### config.mk
export PLATFORM = sky130hd
export DESIGN_NAME = note_name_to_pitch_parser_core
export DESIGN_NICKNAME = d
export VERILOG_FILES = /design/src/rtl/nnp_pkg.sv /design/src/rtl/nnp_parse.sv /design/src/rtl/nnp_calc.sv /design/src/rtl/note_name_to_pitch_parser_core.sv
export SDC_FILE = /design/constraint.sdc
export NUM_CORES = 1
export LEC_CHECK = 0
export BUFFER_PORTS_ARGS = -buffer_cell sky130_fd_sc_hd__buf_4
export CAP_MARGIN = 0
export CORE_UTILIZATION = 50
export CTS_BUF_LIST = sky130_fd_sc_hd__clkbuf_8
export CTS_CLUSTER_SIZE = 25
export DETAILED_ROUTE_END_ITERATION = 7
export PLACE_DENSITY = 0.68
export SYNTH_ARGS = -nofsm -noshare
export SYNTH_HDL_FRONTEND = slang
export SYNTH_SLANG_ARGS = --single-unit
export TNS_END_PERCENT = 20
### constraint.sdc
create_clock -name clk -period 7.42 [get_ports clk]
set_input_delay 0.371 -clock clk [delete_from_list [all_inputs] [get_ports clk]]
set_output_delay 0.371 -clock clk [all_outputs]
set_load 0.02 [all_outputs]
### src/rtl/nnp_pkg.sv
// ---------------------------------------------------------------------------
// nnp_pkg: note name parser shared definitions
// Widths, limits, character codes, status codes and the letter decode used
// by the parse front end and the pitch arithmetic pipeline.
// ---------------------------------------------------------------------------
package nnp_pkg;

    // field widths fixed by the interface
    localparam int CHAR_W   = 8;
    localparam int PITCH_W  = 22;
    localparam int STATUS_W = 3;

    // parse limits
    localparam int OCTAVE_MAX     = 999;
    localparam int CENTS_MAX      = 9999;
    localparam int ACCIDENTAL_MAX = 15;
    localparam int PITCH_LIMIT    = 1300000;

    // derived widths of the parse state
    localparam int OCT_W       = $clog2(OCTAVE_MAX + 1);
    localparam int OCT_DIG_W   = OCT_W + 4;
    localparam int CENTS_W     = $clog2(CENTS_MAX + 1);
    localparam int CENTS_DIG_W = CENTS_W + 4;
    localparam int ACC_W       = $clog2(ACCIDENTAL_MAX + 2) + 1;
    localparam int CLS_W       = ACC_W + 2;

    // derived widths of the pitch arithmetic
    localparam int SEMI_W = OCT_W + 6;
    localparam int V_MAX  = (OCTAVE_MAX + 2) * 1200 + CENTS_MAX + 100 * (ACCIDENTAL_MAX + 12);
    localparam int V_W    = $clog2(V_MAX) + 2;
    localparam int MAG_W  = V_W - 1;

    // reciprocal of 100, exact floor for every magnitude below 2^MAG_W
    localparam int     RCP_SHIFT = MAG_W + 7;
    localparam int     RCP_W     = RCP_SHIFT - 6;
    localparam longint RCP_MUL   = ((64'd1 << RCP_SHIFT) + 64'd99) / 64'd100;
    localparam int     PROD_W    = MAG_W + RCP_W;
    localparam int     Q_W       = MAG_W - 6;

    localparam logic signed [ACC_W-1:0] ACC_LIMIT = ACC_W'(ACCIDENTAL_MAX);

    // status codes
    localparam logic [STATUS_W-1:0] ST_OK       = 3'd0;
    localparam logic [STATUS_W-1:0] ST_EMPTY    = 3'd1;
    localparam logic [STATUS_W-1:0] ST_LETTER   = 3'd2;
    localparam logic [STATUS_W-1:0] ST_UNPARSED = 3'd3;
    localparam logic [STATUS_W-1:0] ST_RANGE    = 3'd4;

    // character codes
    localparam logic [CHAR_W-1:0] CH_SHARP      = 8'h23;
    localparam logic [CHAR_W-1:0] CH_FLAT       = 8'h62;
    localparam logic [CHAR_W-1:0] CH_BANG       = 8'h21;
    localparam logic [CHAR_W-1:0] CH_MINUS      = 8'h2D;
    localparam logic [CHAR_W-1:0] CH_PLUS       = 8'h2B;
    localparam logic [CHAR_W-1:0] CH_ZERO       = 8'h30;
    localparam logic [CHAR_W-1:0] CH_NINE       = 8'h39;
    localparam logic [CHAR_W-1:0] CH_UTF8_LEAD  = 8'hE2;
    localparam logic [CHAR_W-1:0] CH_UTF8_MID   = 8'h99;
    localparam logic [CHAR_W-1:0] CH_UTF8_SHARP = 8'hAF;
    localparam logic [CHAR_W-1:0] CH_UTF8_FLAT  = 8'hAD;
    localparam logic [CHAR_W-1:0] CH_CASE_BIT   = 8'h20;
    localparam logic [CHAR_W-1:0] CH_LOW_A      = 8'h61;
    localparam logic [CHAR_W-1:0] CH_LOW_B      = 8'h62;
    localparam logic [CHAR_W-1:0] CH_LOW_C      = 8'h63;
    localparam logic [CHAR_W-1:0] CH_LOW_D      = 8'h64;
    localparam logic [CHAR_W-1:0] CH_LOW_E      = 8'h65;
    localparam logic [CHAR_W-1:0] CH_LOW_F      = 8'h66;
    localparam logic [CHAR_W-1:0] CH_LOW_G      = 8'h67;

    typedef enum logic [2:0] {
        PH_LETTER,
        PH_ACC,
        PH_OCT,
        PH_CENTS,
        PH_SINK
    } phase_t;

    // parsed note handed from the front end to the arithmetic pipeline
    typedef struct packed {
        logic [STATUS_W-1:0]       status;
        logic signed [OCT_W:0]     octave;
        logic signed [CLS_W-1:0]   cls;
        logic signed [CENTS_W:0]   cents;
    } note_fields_t;

    // letter decode: bit 4 set when the byte is a note letter, low bits the class
    function automatic logic [4:0] letter_class(input logic [CHAR_W-1:0] c);
        logic [CHAR_W-1:0] low;
        logic [4:0]        res;
        low = c | CH_CASE_BIT;
        unique case (low)
            CH_LOW_C: res = {1'b1, 4'd0};
            CH_LOW_D: res = {1'b1, 4'd2};
            CH_LOW_E: res = {1'b1, 4'd4};
            CH_LOW_F: res = {1'b1, 4'd5};
            CH_LOW_G: res = {1'b1, 4'd7};
            CH_LOW_A: res = {1'b1, 4'd9};
            CH_LOW_B: res = {1'b1, 4'd11};
            default:  res = 5'd0;
        endcase
        return res;
    endfunction

endpackage

### src/rtl/nnp_parse.sv
// ---------------------------------------------------------------------------
// nnp_parse: note string front end
// Holds the parse state, takes one byte per accepted word and presents the
// parsed note fields for the end marker.
// ---------------------------------------------------------------------------
module nnp_parse (
    input  logic                       clk,
    input  logic                       rst_n,
    input  logic                       accept,
    input  logic [nnp_pkg::CHAR_W-1:0] character,
    input  logic                       is_end,
    output nnp_pkg::note_fields_t      fields
);
    import nnp_pkg::*;

    phase_t                    phase_reg,  phase_next;
    logic [3:0]                class_reg,  class_next;
    logic signed [ACC_W-1:0]   acc_reg,    acc_next;
    logic [1:0]                utf8_reg,   utf8_next;
    logic [OCT_W-1:0]          oct_reg,    oct_next;
    logic                      oct_neg_reg, oct_neg_next;
    logic [CENTS_W-1:0]        cents_reg,  cents_next;
    logic                      cents_neg_reg, cents_neg_next;
    logic [STATUS_W-1:0]       err_reg,    err_next;

    logic [4:0]                letter;
    logic                      is_digit;
    logic [3:0]                digit;
    logic [OCT_DIG_W-1:0]      oct_ext, oct_dig;
    logic [CENTS_DIG_W-1:0]    cents_ext, cents_dig;
    logic                      oct_over, cents_over;
    logic signed [ACC_W-1:0]   acc_inc, acc_dec;
    logic                      inc_over, dec_over;

    // byte classification and digit accumulation
    always_comb
    begin
        letter    = letter_class(character);
        is_digit  = (character >= CH_ZERO) && (character <= CH_NINE);
        digit     = 4'(character - CH_ZERO);
        oct_ext   = OCT_DIG_W'(oct_reg);
        oct_dig   = (oct_ext << 3) + (oct_ext << 1) + OCT_DIG_W'(digit);
        oct_over  = oct_dig > OCT_DIG_W'(OCTAVE_MAX);
        cents_ext = CENTS_DIG_W'(cents_reg);
        cents_dig = (cents_ext << 3) + (cents_ext << 1) + CENTS_DIG_W'(digit);
        cents_over = cents_dig > CENTS_DIG_W'(CENTS_MAX);
        acc_inc   = acc_reg + ACC_W'(1);
        acc_dec   = acc_reg - ACC_W'(1);
        inc_over  = acc_inc > ACC_LIMIT;
        dec_over  = acc_dec < -ACC_LIMIT;
    end

    // parse state register
    always_ff @(posedge clk or negedge rst_n)
    begin
        if (!rst_n)
        begin
            phase_reg     <= PH_LETTER;
            class_reg     <= '0;
            acc_reg       <= '0;
            utf8_reg      <= '0;
            oct_reg       <= '0;
            oct_neg_reg   <= 1'b0;
            cents_reg     <= '0;
            cents_neg_reg <= 1'b0;
            err_reg       <= ST_OK;
        end
        else
        begin
            phase_reg     <= phase_next;
            class_reg     <= class_next;
            acc_reg       <= acc_next;
            utf8_reg      <= utf8_next;
            oct_reg       <= oct_next;
            oct_neg_reg   <= oct_neg_next;
            cents_reg     <= cents_next;
            cents_neg_reg <= cents_neg_next;
            err_reg       <= err_next;
        end
    end

    // next parse state; a failure records its code and parks in the sink
    always_comb
    begin
        phase_next     = phase_reg;
        class_next     = class_reg;
        acc_next       = acc_reg;
        utf8_next      = utf8_reg;
        oct_next       = oct_reg;
        oct_neg_next   = oct_neg_reg;
        cents_next     = cents_reg;
        cents_neg_next = cents_neg_reg;
        err_next       = err_reg;
        if (accept && is_end)
        begin
            phase_next     = PH_LETTER;
            class_next     = '0;
            acc_next       = '0;
            utf8_next      = '0;
            oct_next       = '0;
            oct_neg_next   = 1'b0;
            cents_next     = '0;
            cents_neg_next = 1'b0;
            err_next       = ST_OK;
        end
        else if (accept)
        begin
            unique case (phase_reg)
                PH_LETTER:
                begin
                    if (letter[4])
                    begin
                        class_next = letter[3:0];
                        phase_next = PH_ACC;
                    end
                    else
                    begin
                        phase_next = PH_SINK;
                        err_next   = ST_LETTER;
                    end
                end
                PH_ACC:
                begin
                    if (utf8_reg == 2'd1)
                    begin
                        if (character == CH_UTF8_MID)
                            utf8_next = 2'd2;
                        else
                        begin
                            phase_next = PH_SINK;
                            err_next   = ST_UNPARSED;
                        end
                    end
                    else if (utf8_reg == 2'd2)
                    begin
                        utf8_next = 2'd0;
                        if (character == CH_UTF8_SHARP)
                        begin
                            acc_next = acc_inc;
                            if (inc_over)
                            begin
                                phase_next = PH_SINK;
                                err_next   = ST_RANGE;
                            end
                        end
                        else if (character == CH_UTF8_FLAT)
                        begin
                            acc_next = acc_dec;
                            if (dec_over)
                            begin
                                phase_next = PH_SINK;
                                err_next   = ST_RANGE;
                            end
                        end
                        else
                        begin
                            phase_next = PH_SINK;
                            err_next   = ST_UNPARSED;
                        end
                    end
                    else if (character == CH_SHARP)
                    begin
                        acc_next = acc_inc;
                        if (inc_over)
                        begin
                            phase_next = PH_SINK;
                            err_next   = ST_RANGE;
                        end
                    end
                    else if (character == CH_FLAT || character == CH_BANG)
                    begin
                        acc_next = acc_dec;
                        if (dec_over)
                        begin
                            phase_next = PH_SINK;
                            err_next   = ST_RANGE;
                        end
                    end
                    else if (character == CH_UTF8_LEAD)
                        utf8_next = 2'd1;
                    else if (character == CH_MINUS)
                    begin
                        oct_neg_next = 1'b1;
                        phase_next   = PH_OCT;
                    end
                    else if (is_digit)
                    begin
                        if (oct_over)
                        begin
                            phase_next = PH_SINK;
                            err_next   = ST_RANGE;
                        end
                        else
                        begin
                            phase_next = PH_OCT;
                            oct_next   = oct_dig[OCT_W-1:0];
                        end
                    end
                    else if (character == CH_PLUS)
                        phase_next = PH_CENTS;
                    else
                    begin
                        phase_next = PH_SINK;
                        err_next   = ST_UNPARSED;
                    end
                end
                PH_OCT:
                begin
                    if (is_digit)
                    begin
                        if (oct_over)
                        begin
                            phase_next = PH_SINK;
                            err_next   = ST_RANGE;
                        end
                        else
                            oct_next = oct_dig[OCT_W-1:0];
                    end
                    else if (character == CH_PLUS)
                        phase_next = PH_CENTS;
                    else if (character == CH_MINUS)
                    begin
                        cents_neg_next = 1'b1;
                        phase_next     = PH_CENTS;
                    end
                    else
                    begin
                        phase_next = PH_SINK;
                        err_next   = ST_UNPARSED;
                    end
                end
                PH_CENTS:
                begin
                    if (is_digit && !cents_over)
                        cents_next = cents_dig[CENTS_W-1:0];
                    else if (is_digit)
                    begin
                        phase_next = PH_SINK;
                        err_next   = ST_RANGE;
                    end
                    else
                    begin
                        phase_next = PH_SINK;
                        err_next   = ST_UNPARSED;
                    end
                end
                PH_SINK:
                begin
                    phase_next = PH_SINK;
                end
                default:
                begin
                    phase_next = PH_SINK;
                end
            endcase
        end
    end

    // note fields as seen by an end marker in this cycle
    always_comb
    begin
        if (phase_reg == PH_LETTER)
            fields.status = ST_EMPTY;
        else if (phase_reg == PH_ACC && utf8_reg != 2'd0)
            fields.status = ST_UNPARSED;
        else
            fields.status = err_reg;
        fields.octave = oct_neg_reg ? -$signed({1'b0, oct_reg}) : $signed({1'b0, oct_reg});
        fields.cls    = CLS_W'($signed({1'b0, class_reg})) + CLS_W'(acc_reg);
        fields.cents  = cents_neg_reg ? -$signed({1'b0, cents_reg})
                                      : $signed({1'b0, cents_reg});
    end

    // an end marker always leaves a clean parse state behind
    a_end_clears: assert property (@(posedge clk) disable iff (!rst_n)
        accept && is_end |=> phase_reg == PH_LETTER && err_reg == ST_OK && acc_reg == '0)
        else $error("parse state not cleared after end marker");

    // an error code is only held while parked in the sink
    a_err_sink: assert property (@(posedge clk) disable iff (!rst_n)
        phase_reg != PH_SINK |-> err_reg == ST_OK)
        else $error("error recorded outside the sink phase");

    // a multibyte accidental is in flight in the accidental phase, or was cut off into the sink
    a_utf8_phase: assert property (@(posedge clk) disable iff (!rst_n)
        utf8_reg != 2'd0 |-> phase_reg == PH_ACC || phase_reg == PH_SINK)
        else $error("utf8 progress outside accidental phase");

endmodule

### src/rtl/nnp_calc.sv
// ---------------------------------------------------------------------------
// nnp_calc: pitch arithmetic pipeline
// Turns parsed note fields into hundredths of a semitone with optional
// rounding and a range check, through elastic stages and an output register.
// ---------------------------------------------------------------------------
module nnp_calc (
    input  logic                                clk,
    input  logic                                rst_n,
    input  logic                                round_to_semitone,
    input  logic                                load_valid,
    input  nnp_pkg::note_fields_t               fields,
    output logic                                load_ready,
    output logic                                result_valid,
    input  logic                                result_stall,
    output logic signed [nnp_pkg::PITCH_W-1:0]  pitch_hundredths,
    output logic [nnp_pkg::STATUS_W-1:0]        status
);
    import nnp_pkg::*;

    localparam logic [RCP_W-1:0] RCP_C = RCP_W'(RCP_MUL);

    // stage valids and ready chain
    logic v1_reg, v2_reg, v3_reg, v4_reg, v5_reg, out_valid_reg;
    logic rdy1, rdy2, rdy3, rdy4, rdy5, rdy_out;

    // stage payloads
    note_fields_t               f1_reg;
    logic [STATUS_W-1:0]        st2_reg, st3_reg, st4_reg, st5_reg;
    logic signed [SEMI_W-1:0]   semi2_reg;
    logic signed [CENTS_W:0]    cents2_reg;
    logic signed [V_W-1:0]      v3_val_reg;
    logic                       neg4_reg, neg5_reg;
    logic [MAG_W-1:0]           mag4_reg, mag5_reg, magp4_reg;
    logic [PROD_W-1:0]          prod5_reg;
    logic signed [PITCH_W-1:0]  pitch_reg;
    logic [STATUS_W-1:0]        status_reg;

    // combinational next values
    logic signed [SEMI_W-1:0]   oct_p1, semi_next;
    logic signed [V_W-1:0]      semi_w, v_next;
    logic [MAG_W-1:0]           mag_next, magp_next;
    logic [PROD_W-1:0]          prod_next;
    logic [Q_W-1:0]             quot;
    logic [MAG_W-1:0]           rmag, sel_mag;
    logic                       over;
    logic signed [MAG_W:0]      signed_mag;
    logic [STATUS_W-1:0]        status_next;
    logic signed [PITCH_W-1:0]  pitch_next;

    // a stage takes new data when it is empty or its contents move on
    always_comb
    begin
        rdy_out    = !out_valid_reg || !result_stall;
        rdy5       = !v5_reg || rdy_out;
        rdy4       = !v4_reg || rdy5;
        rdy3       = !v3_reg || rdy4;
        rdy2       = !v2_reg || rdy3;
        rdy1       = !v1_reg || rdy2;
        load_ready = rdy1;
    end

    // semitone count: (octave + 1) * 12 + class
    always_comb
    begin
        oct_p1    = SEMI_W'(f1_reg.octave) + SEMI_W'(1);
        semi_next = (oct_p1 <<< 3) + (oct_p1 <<< 2) + SEMI_W'(f1_reg.cls);
    end

    // hundredths: semitones * 100 + cents
    always_comb
    begin
        semi_w = V_W'(semi2_reg);
        v_next = (semi_w <<< 6) + (semi_w <<< 5) + (semi_w <<< 2) + V_W'(cents2_reg);
    end

    // magnitude and half-step bias for rounding
    always_comb
    begin
        mag_next  = v3_val_reg[V_W-1] ? MAG_W'(-v3_val_reg) : MAG_W'(v3_val_reg);
        magp_next = mag_next + MAG_W'(50);
    end

    // reciprocal multiply for the divide by 100
    assign prod_next = PROD_W'(magp4_reg) * PROD_W'(RCP_C);

    // rounding select, range check and sign
    always_comb
    begin
        quot       = prod5_reg[RCP_SHIFT +: Q_W];
        rmag       = MAG_W'({quot, 6'b0}) + MAG_W'({quot, 5'b0}) + MAG_W'({quot, 2'b0});
        sel_mag    = round_to_semitone ? rmag : mag5_reg;
        over       = 32'(sel_mag) > 32'(PITCH_LIMIT);
        signed_mag = neg5_reg ? -$signed({1'b0, sel_mag}) : $signed({1'b0, sel_mag});
        if (st5_reg != ST_OK)
            status_next = st5_reg;
        else if (over)
            status_next = ST_RANGE;
        else
            status_next = ST_OK;
        pitch_next = (status_next == ST_OK) ? PITCH_W'(signed_mag) : '0;
    end

    // valid bits
    always_ff @(posedge clk or negedge rst_n)
    begin
        if (!rst_n)
        begin
            v1_reg        <= 1'b0;
            v2_reg        <= 1'b0;
            v3_reg        <= 1'b0;
            v4_reg        <= 1'b0;
            v5_reg        <= 1'b0;
            out_valid_reg <= 1'b0;
        end
        else
        begin
            if (rdy1)
                v1_reg <= load_valid;
            if (rdy2)
                v2_reg <= v1_reg;
            if (rdy3)
                v3_reg <= v2_reg;
            if (rdy4)
                v4_reg <= v3_reg;
            if (rdy5)
                v5_reg <= v4_reg;
            if (rdy_out)
                out_valid_reg <= v5_reg;
        end
    end

    // stage payload registers; cents travel alongside the semitone stage
    always_ff @(posedge clk)
    begin
        if (rdy1)
            f1_reg <= fields;
        if (rdy2)
        begin
            st2_reg    <= f1_reg.status;
            semi2_reg  <= semi_next;
            cents2_reg <= f1_reg.cents;
        end
        if (rdy3)
        begin
            st3_reg    <= st2_reg;
            v3_val_reg <= v_next;
        end
        if (rdy4)
        begin
            st4_reg   <= st3_reg;
            neg4_reg  <= v3_val_reg[V_W-1];
            mag4_reg  <= mag_next;
            magp4_reg <= magp_next;
        end
        if (rdy5)
        begin
            st5_reg   <= st4_reg;
            neg5_reg  <= neg4_reg;
            mag5_reg  <= mag4_reg;
            prod5_reg <= prod_next;
        end
        if (rdy_out)
        begin
            pitch_reg  <= pitch_next;
            status_reg <= status_next;
        end
    end

    assign result_valid     = out_valid_reg;
    assign pitch_hundredths = pitch_reg;
    assign status           = status_reg;

    // an error result carries a zero pitch
    a_err_zero: assert property (@(posedge clk) disable iff (!rst_n)
        result_valid && status != ST_OK |-> pitch_hundredths == '0)
        else $error("nonzero pitch with error status");

    // a good result is inside the pitch range
    a_ok_range: assert property (@(posedge clk) disable iff (!rst_n)
        result_valid && status == ST_OK |->
            pitch_hundredths <= PITCH_LIMIT && pitch_hundredths >= -PITCH_LIMIT)
        else $error("good result outside pitch range");

    // a full pipe under a stalled output refuses new words
    a_full_stall: assert property (@(posedge clk) disable iff (!rst_n)
        v1_reg && v2_reg && v3_reg && v4_reg && v5_reg && out_valid_reg && result_stall
            |-> !load_ready)
        else $error("pipeline accepted a word while full");

endmodule

### src/rtl/note_name_to_pitch_parser_core.sv
// An end marker, once accepted, loads the first stage of the five-stage arithmetic
// pipe and moves through the later stages and the output register before
// result_valid rises. Throughput: one word (byte or end marker) per cycle; the parse
// state loop updates on each accepted word. Input stalls only when every arithmetic
// stage and the output register hold results waiting on a stalled output.
// Reset clears the parse state, the pipeline valids and round_to_semitone.
// ---------------------------------------------------------------------------
// note_name_to_pitch_parser_core: note name to pitch parser
// Parses a note string byte by byte and returns the pitch in hundredths of a
// semitone, or an error status, for each end marker.
// ---------------------------------------------------------------------------
module note_name_to_pitch_parser_core (
    input  logic                                clk,
    input  logic                                rst_n,
    input  logic                                cfg_wr_en,
    input  logic                                cfg_wr_data,
    input  logic                                item_valid,
    output logic                                item_stall,
    input  logic [nnp_pkg::CHAR_W-1:0]          character,
    input  logic                                is_end,
    output logic                                result_valid,
    input  logic                                result_stall,
    output logic signed [nnp_pkg::PITCH_W-1:0]  pitch_hundredths,
    output logic [nnp_pkg::STATUS_W-1:0]        status
);
    import nnp_pkg::*;

    logic          round_reg;
    logic          accept;
    logic          load_ready;
    note_fields_t  fields;

    // rounding mode register
    always_ff @(posedge clk or negedge rst_n)
    begin
        if (!rst_n)
            round_reg <= 1'b0;
        else if (cfg_wr_en)
            round_reg <= cfg_wr_data;
    end

    // input word handshake
    assign item_stall = !load_ready;
    assign accept     = item_valid && load_ready;

    // parse front end
    nnp_parse u_parse (
        .clk       (clk),
        .rst_n     (rst_n),
        .accept    (accept),
        .character (character),
        .is_end    (is_end),
        .fields    (fields)
    );

    // pitch arithmetic pipeline
    nnp_calc u_calc (
        .clk               (clk),
        .rst_n             (rst_n),
        .round_to_semitone (round_reg),
        .load_valid        (accept && is_end),
        .fields            (fields),
        .load_ready        (load_ready),
        .result_valid      (result_valid),
        .result_stall      (result_stall),
        .pitch_hundredths  (pitch_hundredths),
        .status            (status)
    );

endmodule
After elaboration in Yosys (flattened, before gate mapping)
Cells that the tools add are included.
Widths: inputs -> output; s select.
Word-level totals
  register bits after elaboration: 290
  input port bits: 15
  logic and storage cells: 267
Cells by class
  $add $sub $neg: 21
  $mul: 1
  $lt $le $gt $ge: 7
  equal/unequal tests: 47
  multiplexer cells: 106
  reduce and logical (&&, ||, !) cells: 47
Operator list (number)
  $mux 3: 46
  $mux 10: 11
  $mux 14: 5
  $mux 22: 3
  $mux 6: 9
  $eq 7x6->1 const B: 7
  $mul 22x22->44 const B: 1
  $neg 22->22: 2
  $pmux 5 s7: 1
  $eq 8x6->1 const B: 4
  $eq 8x8->1 const B: 4
  $ne 3x2->1 const B: 9
  $pmux 3 s4: 2
  $add 22x21->23: 1
  $add 23x15->23: 1
  $add 23x18->23: 1
  $add 22x18->22: 1
  $add 22x21->22: 1
  $add 22x6->22 const B: 1
  $gt 22x21->1 const B: 1
  $mux 2: 10
  $pmux 10 s2: 1
  $add 17x15->18: 1
  $add 18x4->18: 1
  other kinds (44): 105

Longest topological paths before layout
  word-level depth: 14
  gate-level depth with buffers: 24
  depth with buffers taken out: 24

Modules after synthesis
Synthesis repeated with hierarchy kept, for this count alone.
Unflattened totals
  cells, all modules: 2452
  area total of the unflattened synthesis: 26060.0 sq um
Modules (own cells, without submodules)
  nnp_calc: times used 1, cells each 1762, area each 20455.9 sq um
  nnp_parse: times used 1, cells each 685, area each 5547.8 sq um
  note_name_to_pitch_parser_core: times used 1, cells each 5, area each 56.3 sq um

Least setup slack after synthesis
Ideal clock, no wire load.
  path kind: reg2reg
  from: register u_calc.magp4_reg[8]
  to: register u_calc.prod5_reg[44] (data pin)
  library setup time: 260 ps
  arrival: 6707 ps
  setup slack: 453 ps
  stages on the path, launching flop included: 23
  buffers on the path: 0
  cell sequence: edfxtp_1 ha_1 inv_1 fa_1 fa_1 fa_1 inv_1 fa_1 fa_1 inv_1 fa_1 inv_1 ha_1 a211oi_2 o21bai_1 a221o_1 a21o_1 or4_4 a31o_2 a211o_1 a211o_1 a21oi_2 xnor2_1
Between the ends
  cells in the longest elaborated chain, start to end: 1
Ends and longest elaborated chain
  start, declared: RTL line nnp_calc.sv:33  | logic [MAG_W-1:0] mag4_reg, mag5_reg, magp4_reg;
  start signal, assigned: RTL line nnp_calc.sv:153  | magp4_reg <= magp_next;
  $mul 22x22->44: RTL line nnp_calc.sv:84  | assign prod_next = PROD_W'(magp4_reg) * PROD_W'(RCP_C);
  via u_calc.prod_next[44]: RTL line nnp_calc.sv:42  | logic [PROD_W-1:0] prod_next;
  end signal, assigned: RTL line nnp_calc.sv:160  | prod5_reg <= prod_next;
  end, declared: RTL line nnp_calc.sv:34  | logic [PROD_W-1:0] prod5_reg;
The timed path passes the listed nets, and every way through them passes these cells.
A chain may end at the register's enable or synchronous reset.

Final worst setup path
  from: register u_calc.magp4_reg[7]
  to: register u_calc.prod5_reg[44] (data pin)
Same word-level chain as after synthesis.

==> summary.txt <==
Outcome
  – Outcome: completed

Cells and area
  – Commonest non-fill, non-tap cell in the layout: inv_1
  – Share of post-route cells with drive strength above 1: 0.0755
  – Area Overhead vs Synth: 9.10%
  – Commonest cells after routing, fill and taps aside: 390 x inv_1, 352 x ha_1, 238 x fa_1, 210 x edfxtp_1, 140 x nor2_1
  – Antenna Cells: 0
  – Nets: 3039
  – Max FFs per register: 36

Flow run
  – Max_cap viols: 0

STA
  – Final worst slack: 0.249 ns
  – Achievable Freq: around 140 MHz
  – Hold Slack: 0.157 ns
  – Hold Violations, Final: 0
  – # setup viols final: 0
  – Max transition margin: 0.268
  – Worst-margin pin slew: 1.09 ns
  – Period utilization: 0.966
  – Setup Skew: 0.0362 ns
  – Count of pins over their slew limit: 0
  – Fin crit period: between 7 and 8 ns

Yosys
  – Number of enable flip-flop cells after synthesis: between 200 and 250
  – Syn Nets: 2950
  – Yosys reg bits: 261
  – YS warnings: 0
  – Syn Area/Cell: between 10 and 15 sq um
  – Register area share after synthesis: 0.304
  – Post-Syn Area: 25000 sq um
  – Post-synth cell types: 78
  – Area contributors post-synth: edfxtp_1 25%, fa_1 19%, ha_1 18%
  – Share of the synthesized area in the top cell type: 0.253
  – FFs w/ async S/R, synth: 0.195
  – Cell taking the most area after synthesis: edfxtp_1
  – Synth Instances: 2339
  – Ys flop type: edfxtp_1

CTS
  – Htree depth: 2
  – Clock insertion delay at the later pin of the skew report: 0.58 ns
  – TritonCTS clock tree: done
  – Clock sink count: 261
  – Clk buf depth: 3
  – Clk Tree Root Cell: clkbuf_8
  – Total clock buffers created by CTS: 42
  – Clk slew on worst S/H paths: around 0.06 ns

Critical path
  – Critical path class: flip-flop to flip-flop
  – Worst Path Max Fanout: 4
  – Crit start category: flip-flop
  – Worst path arrival time: around 7.5 ns
  – Setup crit end kind: flip-flop
  – CP required: 7.72 ns
  – FF-to-FF setup slack: 0.25 ns

Detailed routing
  – Met1 wire length: between 20000 and 25000 um
  – Wirelength, routed: 53600 um
  – Routed Antenna Nets: 0
  – DR WL met2: around 27000 um
  – Routed wire per std cell: 17.2 um
  – Max Used Layer: met4
  – Vias per inst: 5.34
  – DRC violation total after the first TritonRoute iteration: 675
  – Initial DRT Pass Iterations: 4
  – Met3 Routed Length: around 1800 um
  – Drt drc: 0
  – DR vias: 16704

Global route
  – GRT Total Usage: 0.221
  – Number of global-route vias before repair: 17334
  – Largest net degree at the start of global routing: 52
  – Initial antenna violation count: 0
  – Global route overflow: 0
  – First-pass GRT wire length: 88600 um

Placement
  – Final Wtd Congestion: between 0.9 and 1
  – Placed wire-length estimate: between 40000 and 50000 um
  – Worst slack, placed: -0.132 ns
  – IO buf count: approximately 40

Die
  – Starting density of the core: 0.508
  – Die H: 225 um
  – Die area: between 50000 and 60000 sq um
  – Row count: a little over 80
  – Die X: 225 um
  – Core area: 49200 sq um
  – Top Ports: 42

Hold path
  – Hold Crit Class: input port to flip-flop
-- worst max-delay path: stages, from the launching register on --
cell	delay, ns
edfxtp_1	0.50
buf_4	0.19
buf_4	0.13
fa_1	0.53
ha_1	0.35
ha_1	0.34
fa_1	0.56
fa_1	0.45
fa_1	0.55
inv_1	0.05
fa_1	0.50
inv_1	0.04
ha_1	0.31
o21ai_0	0.08
o21bai_1	0.09
a221o_1	0.35
a21o_1	0.22
or4_4	0.51
a31o_2	0.29
a211o_1	0.30
a211o_1	0.34
a21oi_2	0.15
xnor2_1	0.07
-- layer usage --
metal	vias to the layer above	global-route usage
li1	8216	-
met1	8197	0.284
met2	223	0.392
met3	68	0.0340
met4	0	0.0478
met5	-	0
-- layout make-up --
class / count / area [sq um]
Inverter: 384 / 1440
Sequential cell: 261 / 7580
Clock inverter: 30 / 191
Tap cell: 664 / 831
Clock buffer: 48 / 661
Fill cell: 4229 / 21900
Timing Repair Buffer: 87 / 664
Multi-Input combinational cell: 1652 / 15900
-- logic make-up (layout without fill, tap and decap cells) --
kind of cell,Yosys count,count (layout),share of synthesized area
adders and majority gates,596,596,0.370
and+or+nand+nor,493,493,0.0958
buffers and inverters,426,549,0.0641
AOI/OAI and AO/OA,388,388,0.104
DFF,261,261,0.304
xor gates and xnor gates,158,158,0.0554
muxes,17,17,0.00717
-- Yosys cell counts (4+ instances only) --
library cell and n:
a2111o_1 4, a2111oi_0 5, a211o_1 10, a211oi_1 15, a21boi_0 8, a21o_1 23
a21oi_1 89, a22o_1 14, a31o_2 4, a31oi_1 11, and2_1 12, and3_1 12
clkbuf_1 39, dfrtp_1 51, edfxtp_1 210, fa_1 238, ha_1 358, inv_1 383
mux2_2 7, mux2i_1 10, nand2_1 117, nand2b_1 29, nand3_1 40, nand4_1 12
nor2_1 140, nor2b_1 27, nor3_1 48, nor4_1 11, o211ai_1 7, o21a_1 23
o21ai_0 88, o21ai_1 5, o21bai_1 5, o2bb2ai_1 7, o311ai_0 6, o31a_1 6
o31ai_1 21, o41ai_1 7, or2_2 11, or3_1 12, or4_1 7, xnor2_1 103
xor2_1 55
-- metrics by stage --
| step | std cells | cell area [sq um] | setup TNS [ns] | utilization |
|---|---|---|---|---|
| floorplan | 2339 | 25000 | 0 | - |
| global placement | 3034 | 26200 | -0.0395 | 0.533 |
| detailed placement | 3034 | 26200 | -0.262 | 0.533 |
| CTS | 3115 | 27100 | 0 | 0.551 |
| global route | 3126 | 27200 | -0.00345 | 0.554 |
| finish | 3126 | 27200 | 0 | 0.554 |
-- worst paths after layout --
path,startpoint,endpoint,cells after the start
hold reg to reg,u_calc.mag4_reg[11],u_calc.mag5_reg[11],0
hold / removal,character[0],u_parse.cents_reg[0],2
min in group asynchronous,rst_n,u_parse.acc_reg[1],2
setup / recovery,u_calc.magp4_reg[7],u_calc.prod5_reg[44],22
setup reg to reg,u_calc.magp4_reg[7],u_calc.prod5_reg[44],22
max in group asynchronous,rst_n,u_calc.v3_reg,2
-- repair_timing --
item / in CTS / in global routing
pin swaps: 0 / 12
hold buffers: 3 / 0
endpoints found under the setup margin: 4 / 4
endpoints found under the hold margin: 52 / 0
gates resized for setup: 2 / 13
buffers inserted: 0 / 11
Power is not shown: default switching activity piles up to over one toggle a cycle in this logic, so the estimate is an artifact.
